File: src/design/assert_macros.svh
// Assertion helpers for the RTL.
`ifndef ASSERT_MACROS_SVH
`define ASSERT_MACROS_SVH

// Check that the consequent holds in the same cycle as the trigger.
`define ASSERT_SAME(label, clk, rst_n, trig, cons) \
	label: assert property (@(posedge clk) disable iff (!rst_n) (trig) |-> (cons)) \
		else $error("assertion failed");

// Check that the consequent holds in the cycle after the trigger.
`define ASSERT_NEXT(label, clk, rst_n, trig, cons) \
	label: assert property (@(posedge clk) disable iff (!rst_n) (trig) |=> (cons)) \
		else $error("assertion failed");

// Check that at most one bit of a command vector is set.
`define ASSERT_ONEHOT0(label, clk, rst_n, vec) \
	label: assert property (@(posedge clk) disable iff (!rst_n) $onehot0(vec)) \
		else $error("assertion failed");

`endif

File: src/design/pimc_pkg.sv
package pimc_pkg;

	localparam int CNT_W      = 16;
	localparam int TICK_W     = 24;
	localparam int DUTY_W     = 7;
	localparam int PER_W      = CNT_W + 1;
	localparam int DIV_STEPS  = TICK_W;
	localparam int STEP_CNT_W = $clog2(DIV_STEPS);

	localparam logic [TICK_W-1:0] TICK_HZ_RESET = TICK_W'(1000000);
	localparam logic [TICK_W-1:0] DUTY_SCALE    = TICK_W'(100);

	typedef struct packed {
		logic             edge_rising;
		logic [CNT_W-1:0] capture_time;
	} cap_word_t;

	typedef struct packed {
		logic [DUTY_W-1:0] duty_percent;
		logic [TICK_W-1:0] frequency_hz;
		logic [CNT_W-1:0]  high_ticks;
		logic [CNT_W-1:0]  low_ticks;
		logic              zero_period;
	} res_word_t;

	// Commands from the controller to the datapath.
	typedef struct packed {
		logic cap_rise;
		logic cap_fall;
		logic cap_end;
		logic prep;
		logic step;
		logic load_out;
	} cmd_t;

endpackage

File: src/design/pimc_ctrl.sv
`include "assert_macros.svh"

module pimc_ctrl (
	input  logic            clk,
	input  logic            arst_n,
	input  logic            cap_valid,
	input  logic            edge_rising,
	output logic            cap_stall,
	output logic            res_valid,
	input  logic            res_stall,
	output pimc_pkg::cmd_t  cmd
);

	typedef enum logic [2:0] {
		ST_RISE,
		ST_FALL,
		ST_RISE2,
		ST_PREP,
		ST_DIV,
		ST_DONE
	} state_t;

	state_t                             state_q;
	logic [pimc_pkg::STEP_CNT_W-1:0]    step_cnt_q;
	logic                               res_valid_q;
	logic                               accept;
	logic                               last_step;

	assign cap_stall = !(state_q == ST_RISE || state_q == ST_FALL || state_q == ST_RISE2);
	assign accept    = cap_valid && !cap_stall;
	assign last_step = step_cnt_q == pimc_pkg::STEP_CNT_W'(pimc_pkg::DIV_STEPS - 1);
	assign res_valid = res_valid_q;

	always_comb begin
		cmd          = '0;
		cmd.cap_rise = accept && state_q == ST_RISE && edge_rising;
		cmd.cap_fall = accept && state_q == ST_FALL && !edge_rising;
		cmd.cap_end  = accept && state_q == ST_RISE2 && edge_rising;
		cmd.prep     = state_q == ST_PREP;
		cmd.step     = state_q == ST_DIV;
		cmd.load_out = state_q == ST_DONE && (!res_valid_q || !res_stall);
	end

	always_ff @(posedge clk or negedge arst_n) begin
		if (!arst_n) begin
			state_q     <= ST_RISE;
			step_cnt_q  <= '0;
			res_valid_q <= 1'b0;
		end else begin
			unique case (state_q)
				ST_RISE: begin
					if (cmd.cap_rise) begin
						state_q <= ST_FALL;
					end
				end
				ST_FALL: begin
					if (cmd.cap_fall) begin
						state_q <= ST_RISE2;
					end
				end
				ST_RISE2: begin
					if (cmd.cap_end) begin
						state_q <= ST_PREP;
					end
				end
				ST_PREP: begin
					step_cnt_q <= '0;
					state_q    <= ST_DIV;
				end
				ST_DIV: begin
					step_cnt_q <= step_cnt_q + 1'b1;
					if (last_step) begin
						state_q <= ST_DONE;
					end
				end
				ST_DONE: begin
					if (cmd.load_out) begin
						state_q <= ST_RISE;
					end
				end
				default: begin
					state_q <= ST_RISE;
				end
			endcase

			if (cmd.load_out) begin
				res_valid_q <= 1'b1;
			end else if (!res_stall) begin
				res_valid_q <= 1'b0;
			end
		end
	end

	`ASSERT_NEXT(a_end_to_prep, clk, arst_n, cmd.cap_end, state_q == ST_PREP)
	`ASSERT_NEXT(a_div_done, clk, arst_n, state_q == ST_DIV && last_step, state_q == ST_DONE)
	`ASSERT_NEXT(a_load_shows, clk, arst_n, cmd.load_out, res_valid_q)
	`ASSERT_ONEHOT0(a_cmd_onehot, clk, arst_n, cmd)

endmodule

File: src/design/pimc_dp.sv
module pimc_dp (
	input  logic                          clk,
	input  logic                          arst_n,
	input  logic                          cfg_we,
	input  logic [pimc_pkg::TICK_W-1:0]   cfg_data,
	input  logic [pimc_pkg::CNT_W-1:0]    capture_time,
	input  pimc_pkg::cmd_t                cmd,
	output pimc_pkg::res_word_t           res
);

	logic [pimc_pkg::TICK_W-1:0] tick_hz_q;
	logic [pimc_pkg::CNT_W-1:0]  first_q;
	logic [pimc_pkg::CNT_W-1:0]  fall_q;
	logic [pimc_pkg::CNT_W-1:0]  high_q;
	logic [pimc_pkg::CNT_W-1:0]  low_q;
	logic [pimc_pkg::PER_W-1:0]  period_q;
	logic [pimc_pkg::TICK_W-1:0] dnum_q;
	logic [pimc_pkg::TICK_W-1:0] fnum_q;
	logic [pimc_pkg::PER_W-1:0]  drem_q;
	logic [pimc_pkg::PER_W-1:0]  frem_q;
	pimc_pkg::res_word_t         res_q;

	logic [pimc_pkg::PER_W:0]    dtrial;
	logic [pimc_pkg::PER_W:0]    ftrial;
	logic [pimc_pkg::PER_W:0]    per_ext;
	logic                        dge;
	logic                        fge;
	logic [pimc_pkg::PER_W:0]    ddiff;
	logic [pimc_pkg::PER_W:0]    fdiff;
	logic                        zero;

	// One restoring step per cycle for both quotients.
	assign per_ext = {1'b0, period_q};
	assign dtrial  = {drem_q, dnum_q[pimc_pkg::TICK_W-1]};
	assign ftrial  = {frem_q, fnum_q[pimc_pkg::TICK_W-1]};
	assign dge     = dtrial >= per_ext;
	assign fge     = ftrial >= per_ext;
	assign ddiff   = dtrial - per_ext;
	assign fdiff   = ftrial - per_ext;
	assign zero    = period_q == '0;

	always_ff @(posedge clk or negedge arst_n) begin
		if (!arst_n) begin
			tick_hz_q <= pimc_pkg::TICK_HZ_RESET;
			first_q   <= '0;
			fall_q    <= '0;
		end else begin
			if (cfg_we) begin
				tick_hz_q <= cfg_data;
			end
			if (cmd.cap_rise) begin
				first_q <= capture_time;
			end
			if (cmd.cap_fall) begin
				fall_q <= capture_time;
			end
		end
	end

	always_ff @(posedge clk) begin
		if (cmd.cap_end) begin
			high_q   <= fall_q - first_q;
			low_q    <= capture_time - fall_q;
			period_q <= {1'b0, fall_q - first_q} + {1'b0, capture_time - fall_q};
		end
		if (cmd.prep) begin
			dnum_q <= pimc_pkg::TICK_W'(high_q) * pimc_pkg::DUTY_SCALE;
			fnum_q <= tick_hz_q;
			drem_q <= '0;
			frem_q <= '0;
		end else if (cmd.step) begin
			dnum_q <= {dnum_q[pimc_pkg::TICK_W-2:0], dge};
			fnum_q <= {fnum_q[pimc_pkg::TICK_W-2:0], fge};
			drem_q <= dge ? ddiff[pimc_pkg::PER_W-1:0] : dtrial[pimc_pkg::PER_W-1:0];
			frem_q <= fge ? fdiff[pimc_pkg::PER_W-1:0] : ftrial[pimc_pkg::PER_W-1:0];
		end
		if (cmd.load_out) begin
			res_q.duty_percent <= zero ? '0 : dnum_q[pimc_pkg::DUTY_W-1:0];
			res_q.frequency_hz <= zero ? '0 : fnum_q;
			res_q.high_ticks   <= high_q;
			res_q.low_ticks    <= low_q;
			res_q.zero_period  <= zero;
		end
	end

	assign res = res_q;

endmodule

File: src/design/pwm_input_capture_measure_core.sv
// PWM input measurement from captured edges.
// Capture channel (cap_valid / cap_stall / cap): one word per edge, with its
// polarity and the free-running counter value latched at that edge. The core
// looks for rising, falling, rising in turn and drops edges of the wrong polarity.
// Result channel (res_valid / res_stall / res): one word per full period with
// high and low ticks, duty in whole percent and frequency in hertz.
// Edges that only advance the search are taken without stall. The closing rising
// edge starts a 24-step shift-subtract division (duty and frequency side by
// side in one unit); cap_stall stays high from that edge until the result
// is handed to the output register.
// A result waiting under res_stall does not block the next edges: the output
// register holds it and the core keeps capturing; only a second finished
// result waits in the final step until the first one is taken.
// cfg_we / cfg_data write tick_hz; write it only while the core is idle.
// Reset (arst_n low) clears the search, the stored edge times and the result
// valid, and sets tick_hz to 1000000.
module pwm_input_capture_measure_core (
	input  logic                          clk,
	input  logic                          arst_n,
	input  logic                          cfg_we,
	input  logic [pimc_pkg::TICK_W-1:0]   cfg_data,
	input  logic                          cap_valid,
	output logic                          cap_stall,
	input  pimc_pkg::cap_word_t           cap,
	output logic                          res_valid,
	input  logic                          res_stall,
	output pimc_pkg::res_word_t           res
);

	// Command bundle from the sequencer to the datapath.
	pimc_pkg::cmd_t cmd;

	// Sequencer: edge search, division step count, result handshake.
	pimc_ctrl u_ctrl (
		.clk         (clk),
		.arst_n      (arst_n),
		.cap_valid   (cap_valid),
		.edge_rising (cap.edge_rising),
		.cap_stall   (cap_stall),
		.res_valid   (res_valid),
		.res_stall   (res_stall),
		.cmd         (cmd)
	);

	// Datapath: edge times, differences, divider and output register.
	pimc_dp u_dp (
		.clk          (clk),
		.arst_n       (arst_n),
		.cfg_we       (cfg_we),
		.cfg_data     (cfg_data),
		.capture_time (cap.capture_time),
		.cmd          (cmd),
		.res          (res)
	);

endmodule

File: config.mk
export PLATFORM = sky130hd
export DESIGN_NAME = pwm_input_capture_measure_core
export DESIGN_NICKNAME = d
export VERILOG_FILES = /design/src/design/pimc_pkg.sv /design/src/design/pimc_ctrl.sv /design/src/design/pimc_dp.sv /design/src/design/pwm_input_capture_measure_core.sv
export VERILOG_INCLUDE_DIRS = /design/src /design/src/design
export SDC_FILE = /design/constraint.sdc
export NUM_CORES = 1
export LEC_CHECK = 0
export ABC_AREA = 1
export BUFFER_PORTS_ARGS = -buffer_cell sky130_fd_sc_hd__buf_2
export CAP_MARGIN = 25
export CORE_ASPECT_RATIO = 0.7
export CORE_UTILIZATION = 27
export CTS_BUF_LIST = sky130_fd_sc_hd__clkbuf_4 sky130_fd_sc_hd__clkbuf_8
export CTS_CLUSTER_SIZE = 16
export DETAILED_ROUTE_END_ITERATION = 6
export GPL_ROUTABILITY_DRIVEN = 0
export PLACE_DENSITY = 0.45
export RECOVER_POWER = 25
export SLEW_MARGIN = 40
export SYNTH_ARGS = -nofsm -noshare
export SYNTH_HDL_FRONTEND = slang
export SYNTH_SLANG_ARGS = --single-unit
export TNS_END_PERCENT = 50
File: constraint.sdc
create_clock -name clk -period 8.45 [get_ports clk]
set_clock_uncertainty 0.1 [all_clocks]
set_input_delay 0.845 -clock clk [delete_from_list [all_inputs] [get_ports clk]]
set_output_delay 0.845 -clock clk [all_outputs]
set_load 0.02 [all_outputs]
Word level (Yosys, flattened, before mapping)

Cells that the tools add are included.

Multiply operators: 1
$add $sub $neg: 6
Magnitude comparators: 2
Equal/unequal tests: 12
Multiplexer cells: 15
Reductions and logical operators: 19

Operator list:

| cell                                                                     | number |
|---|---|
| 24-bit 2-to-1 mux                                                        | 2 |
| 23-bit 2-to-1 mux                                                        | 2 |
| 18-bit by 17-bit >= comparator with 1-bit output                         | 2 |
| 17-bit 2-to-1 mux                                                        | 2 |
| 17-bit subtractor                                                        | 2 |
| 16-bit subtractor                                                        | 2 |
| 16-bit by 5-bit multiplier with 21-bit output (second input constant)    | 1 |
| 3-bit case mux with 6 select lines                                       | 1 |
| 16-bit by 16-bit adder with 17-bit output                                | 1 |
| 17-bit logical NOT                                                       | 1 |
| 3-bit 2-to-1 mux                                                         | 5 |
| 5-bit case mux with 2 select lines                                       | 1 |
| 1-bit logical AND                                                        | 8 |
| 2-bit inequality test (second input constant)                            | 4 |
| 3-bit by 2-bit == test with 1-bit output (second input constant)         | 2 |
| 3-bit == test (second input constant)                                    | 2 |
| 5-bit by 1-bit adder with 5-bit output (second input constant)           | 1 |
| 5-bit == test (second input constant)                                    | 1 |
| 5-bit AND reduction                                                      | 1 |
| 1-bit logical NOT                                                        | 4 |
| 2-bit by 1-bit inequality test with 1-bit output (second input constant) | 2 |
| 3-bit by 1-bit == test with 1-bit output (second input constant)         | 1 |
| 3-bit logical NOT                                                        | 1 |
| 1-bit logical OR                                                         | 3 |
| 2 further kinds                                                          | 3 |

Word-level logic and storage cells: 74
Output and inout bits: 66
Bits in registers: 260
Bits of input ports: 46

Logic depth before layout (Yosys ltp)

Word-level depth: 8
Mapped depth: 21
Depth with buffers taken out: 21

By module

A second synthesis with hierarchy kept.

Cells, all modules: 1812
Area total of the unflattened synthesis: 15835.2 µm²

Modules (own cells, without submodules):

| module    | sequential area each (µm²) | cells an instance | times used | area each (µm²) |
|---|---|---|---|---|
| pimc_dp   | 6895.4                     | 1742              | 1          | 15234.6 |
| pimc_ctrl | 225.2                      | 70                | 1          | 600.6 |

Worst setup path after synthesis

No wires, ideal clock.

Path type: input-to-reg
Start point: input cap[16] (netlist bit)
End point: register u_dp.high_q[0] (netlist bit), enable pin
Stages on the path: 2
Buffers on the path: 0
Library setup time: 0.577 ns
Slack: 2.197 ns
Required time: 7.773 ns
Data arrival time: 5.576 ns
Cells stage by stage: nand2_1 > nor4_1

RTL lines:

| what                   | RTL line                             | source |
|---|---|---|
| start: declaration     | pwm_input_capture_measure_core.sv:24 | `input pimc_pkg::cap_word_t cap,` |
| end signal: assignment | pimc_dp.sv:62                        | `high_q <= fall_q - first_q;` |
| end: declaration       | pimc_dp.sv:14                        | `logic [pimc_pkg::CNT_W-1:0] high_q;` |

==> impl_metrics.env <==
export IMPL_multi_input_area_um2=7355
export IMPL_synthTopCellsByArea="edfxtp_1 (30%), ha_1 (11%), dfrtp_1 (9.2%)"
export IMPL_io_pins=112
export IMPL_die_y_um=203.7
export IMPL_place_ws_ps=4521
export IMPL_placedInstanceArea_um2=17170
export IMPL_ctsResizeCount=0
export IMPL_synth_cell_type_count=50
export IMPL_worstReg2RegStart="u_dp.high_q[5]$_DFFE_PP_"
export IMPL_synth_avg_cell_area_um2=8.754
export IMPL_synth_ff_type="edfxtp_1"
export IMPL_wl_met3_um=1919
export IMPL_cts_htree_levels=2
export IMPL_reg2reg_slack_ps=4830
export IMPL_area_growth_syn_to_layout_pct=15.74
export IMPL_grt_pass1_wl_um=64160
export IMPL_crit_chain="buf_2, clkbuf_1"
export IMPL_clock_latency_ps=630
export IMPL_maxCapViolations=2
export IMPL_cts_inserted_buffers=47
export IMPL_synth_area_leader_cell="edfxtp_1"
export IMPL_firstDrtPassIters=7
export IMPL_drive_above_1_share=0.1489
export IMPL_crit_type="in -> async"
export IMPL_hold_viol=0
export IMPL_top_layer_used="met4"
export IMPL_core_area_um2=57090
export IMPL_crit_path_start_kind="primary input"
export IMPL_drt_initial_drc_count=824
export IMPL_rr_worst_depth=15
export IMPL_worst_endpoint_arrival_ps=3780
export IMPL_cpPeakStageDelay_ps=2810
export IMPL_wl_met1_um=20350
export IMPL_seq_area_frac_synth=0.4536
export IMPL_grt_max_degree=66
export IMPL_nFillCells=6029
export IMPL_dr_wl_met2_um=17340
export IMPL_clkSinkCount=260
export IMPL_violations="capacitance limit, slew limit"
export IMPL_cts_buffer_depth=3
export IMPL_cts_tree="built"
export IMPL_start_util=0.2750
export IMPL_antenna_cells=0
export IMPL_worstMarginPinSlew_ps=4022
export IMPL_dp_hpwl_um=30350
export IMPL_hold_path_startpoint="u_dp.low_q[3]$_DFFE_PP_"
export IMPL_synthArstFlopShare=0.2500
export IMPL_overflow=0
export IMPL_path_buf_inv=2
export IMPL_syn_inst=1793
export IMPL_crit_family="buffers and inverters"
export IMPL_syn_num_nets=1987
export IMPL_fin_area_um2=18170
export IMPL_whs_path_depth=0
export IMPL_finalCritPeriodShare=0.4858
export IMPL_viasPerCell=4.473
export IMPL_synth_area_um2=15700
export IMPL_vias=12160
export IMPL_power_density_nw_per_um2=441.1
export IMPL_fin_nets=2123
export IMPL_seq_area_um2=7121
export IMPL_synth_top_cell_area_share=0.3023
export IMPL_cts_hold_buffers=0
export IMPL_hold_path_end="u_dp.res[4]$_DFFE_PP_"
export IMPL_timing_final_ws_setup_ps=4345
export IMPL_root_buffer="clkbuf_8"
export IMPL_irDropWorstVdd_mv=0.1991
export IMPL_drc=0
export IMPL_crit_fanout=65
export IMPL_holdCritPathClass="reg -> reg"
export IMPL_yosys_register_bits=260
export IMPL_fmax_mhz=243.6
export IMPL_end_kind="async pin"
export IMPL_wl_per_cell_um=14.86
export IMPL_grt_util_all_layers=0.1366
export IMPL_synth_edf_count=158
export IMPL_period_needed_ps=4105
export IMPL_drt_wl_total_um=40390
export IMPL_setup_violations=0
export IMPL_finalMaxSlewViolations=92
export IMPL_grt_pass1_vias=12000
export IMPL_postCtsSetupRepairBufs=0
export IMPL_antenna_found_initial=1
export IMPL_required_ps=8120
export IMPL_r2r_end="u_dp.dnum_q[19]$_DFFE_PP_"
export IMPL_yosys_warnings=0
export IMPL_p_leak_nw=8.476
export IMPL_postRouteAntennaNets=0
export IMPL_slowest_stage="clkbuf_1"
export IMPL_port_buffers=111
export IMPL_max_slew_margin=-1.681
export IMPL_rsz0062_at_grt="false"
export IMPL_finalSetupTns_ps=0
export IMPL_fp_dieW_um=290.2
export IMPL_path_clk_slew_ps=60
export IMPL_rows=73
export IMPL_dieArea_um2=59120
export IMPL_status="finished, violations left"
layer usage:
layer | up-vias | global-route usage
met5 | - | 0
met4 | 0 | 0.03761
met3 | 56 | 0.02790
met2 | 214 | 0.2084
met1 | 5667 | 0.1947
li1 | 6221 | -
synthesized netlist by cell type (all sizes together) (8+ instances only):
cell	instances
nand3	76
nand2	410
inv	293
dfrtp	58
o21bai	8
a21oi	103
xor2	40
buf	9
nor3	14
dfxtp	37
a21o	9
mux2	23
edfxtp	158
ha	132
nand4	25
clkbuf	27
nor2	124
o21ai	151
fa	16
xnor2	17
area by class of cell:
| cell class | instances | area share |
|---|---|---|
| Clock buffer | 65 | 0.04442 |
| Clock inverter | 23 | 0.01178 |
| Inverter | 293 | 0.06054 |
| Multi-Input combinational cell | 1204 | 0.4048 |
| Sequential cell | 260 | 0.3919 |
| Tap cell | 750 | 0.05165 |
| Timing Repair Buffer | 123 | 0.03485 |
worst max-delay path by stage:
stage | from | slack [ps] | depth (start not counted) | endpoint
6_report | arst_n | 4350 | 2 | u_ctrl.step_cnt_q[3]$_DFFE_PN0P_
5_1_grt | arst_n | 3600 | 2 | u_dp.tick_hz_q[15]$_DFFE_PN0P_
4_1_cts | u_dp.high_q[5]$_DFFE_PP_ | 4810 | 15 | u_dp.dnum_q[19]$_DFFE_PP_
3_5_place_dp | cap[0] | 4520 | 21 | u_dp.period_q[13]$_DFFE_PP_
3_3_place_gp | cap[0] | 4550 | 20 | u_dp.period_q[13]$_DFFE_PP_
2_1_floorplan | cap[16] | 2200 | 2 | u_dp.high_q[0]$_DFFE_PP_
power breakdown:
part / total (mW) / internal, mW / switching, mW
clock: 1.31 / 0.744 / 0.563
combinational: 4.62 / 1.62 / 3.00
sequential: 2.09 / 1.93 / 0.156
total: 8.01 / 4.30 / 3.72
metrics by stage:
stage | power [mW] | std cells | utilization | hold WS (ps)
global route | 8.826 | 2718 | 0.3182 | 318.7
finish | 8.015 | 2718 | 0.3182 | 311.2
global placement | 6.699 | 2628 | 0.3004 | 303.1
CTS | 8.122 | 2718 | 0.3186 | 222.9
detailed placement | 6.748 | 2630 | 0.3008 | 315.8
floorplan | 5.607 | 1793 | - | 300.3
registers in the layout, summed over array words and instances, names as in the netlist:
name	flops
u_dp.res	64
u_dp.dnum_q	24
u_dp.fnum_q	24
u_dp.tick_hz_q	24
u_dp.drem_q	17
u_dp.frem_q	17
u_dp.period_q	17
u_dp.fall_q	16
u_dp.first_q	16
u_dp.high_q	16
u_dp.low_q	16
u_ctrl.step_cnt_q	5
u_ctrl.state_q	3
u_ctrl.res_valid	1
cells in the final DEF, fill, tap and decap left out, drive strengths merged, types with 6 or more instances in the layout:
cell type and instances:
nand2 410, inv 294, edfxtp 158, o21ai 151, ha 132, nor2 124, buf 119, a21oi 103
nand3 76, clkbuf 69, dfrtp 58, xor2 40, dfxtp 37, nand4 25, mux2 23, xnor2 17
fa 16, clkinv 16, nor3 14, a21o 9, o21bai 8, and2 7, a22o 7, dfstp 7
a31oi 6
logic make-up after synthesis:
logic type | Yosys count | synth area share
AOI/OAI and AO/OA | 308 | 0.1091
and+or+nand+nor | 668 | 0.1832
buffers and inverters | 329 | 0.08011
muxes | 23 | 0.01650
xor gates and xnor gates | 57 | 0.03181
DFF | 260 | 0.4536
adders and majority gates | 148 | 0.1256
No activity file was read; power rests on OpenSTA's default activity.
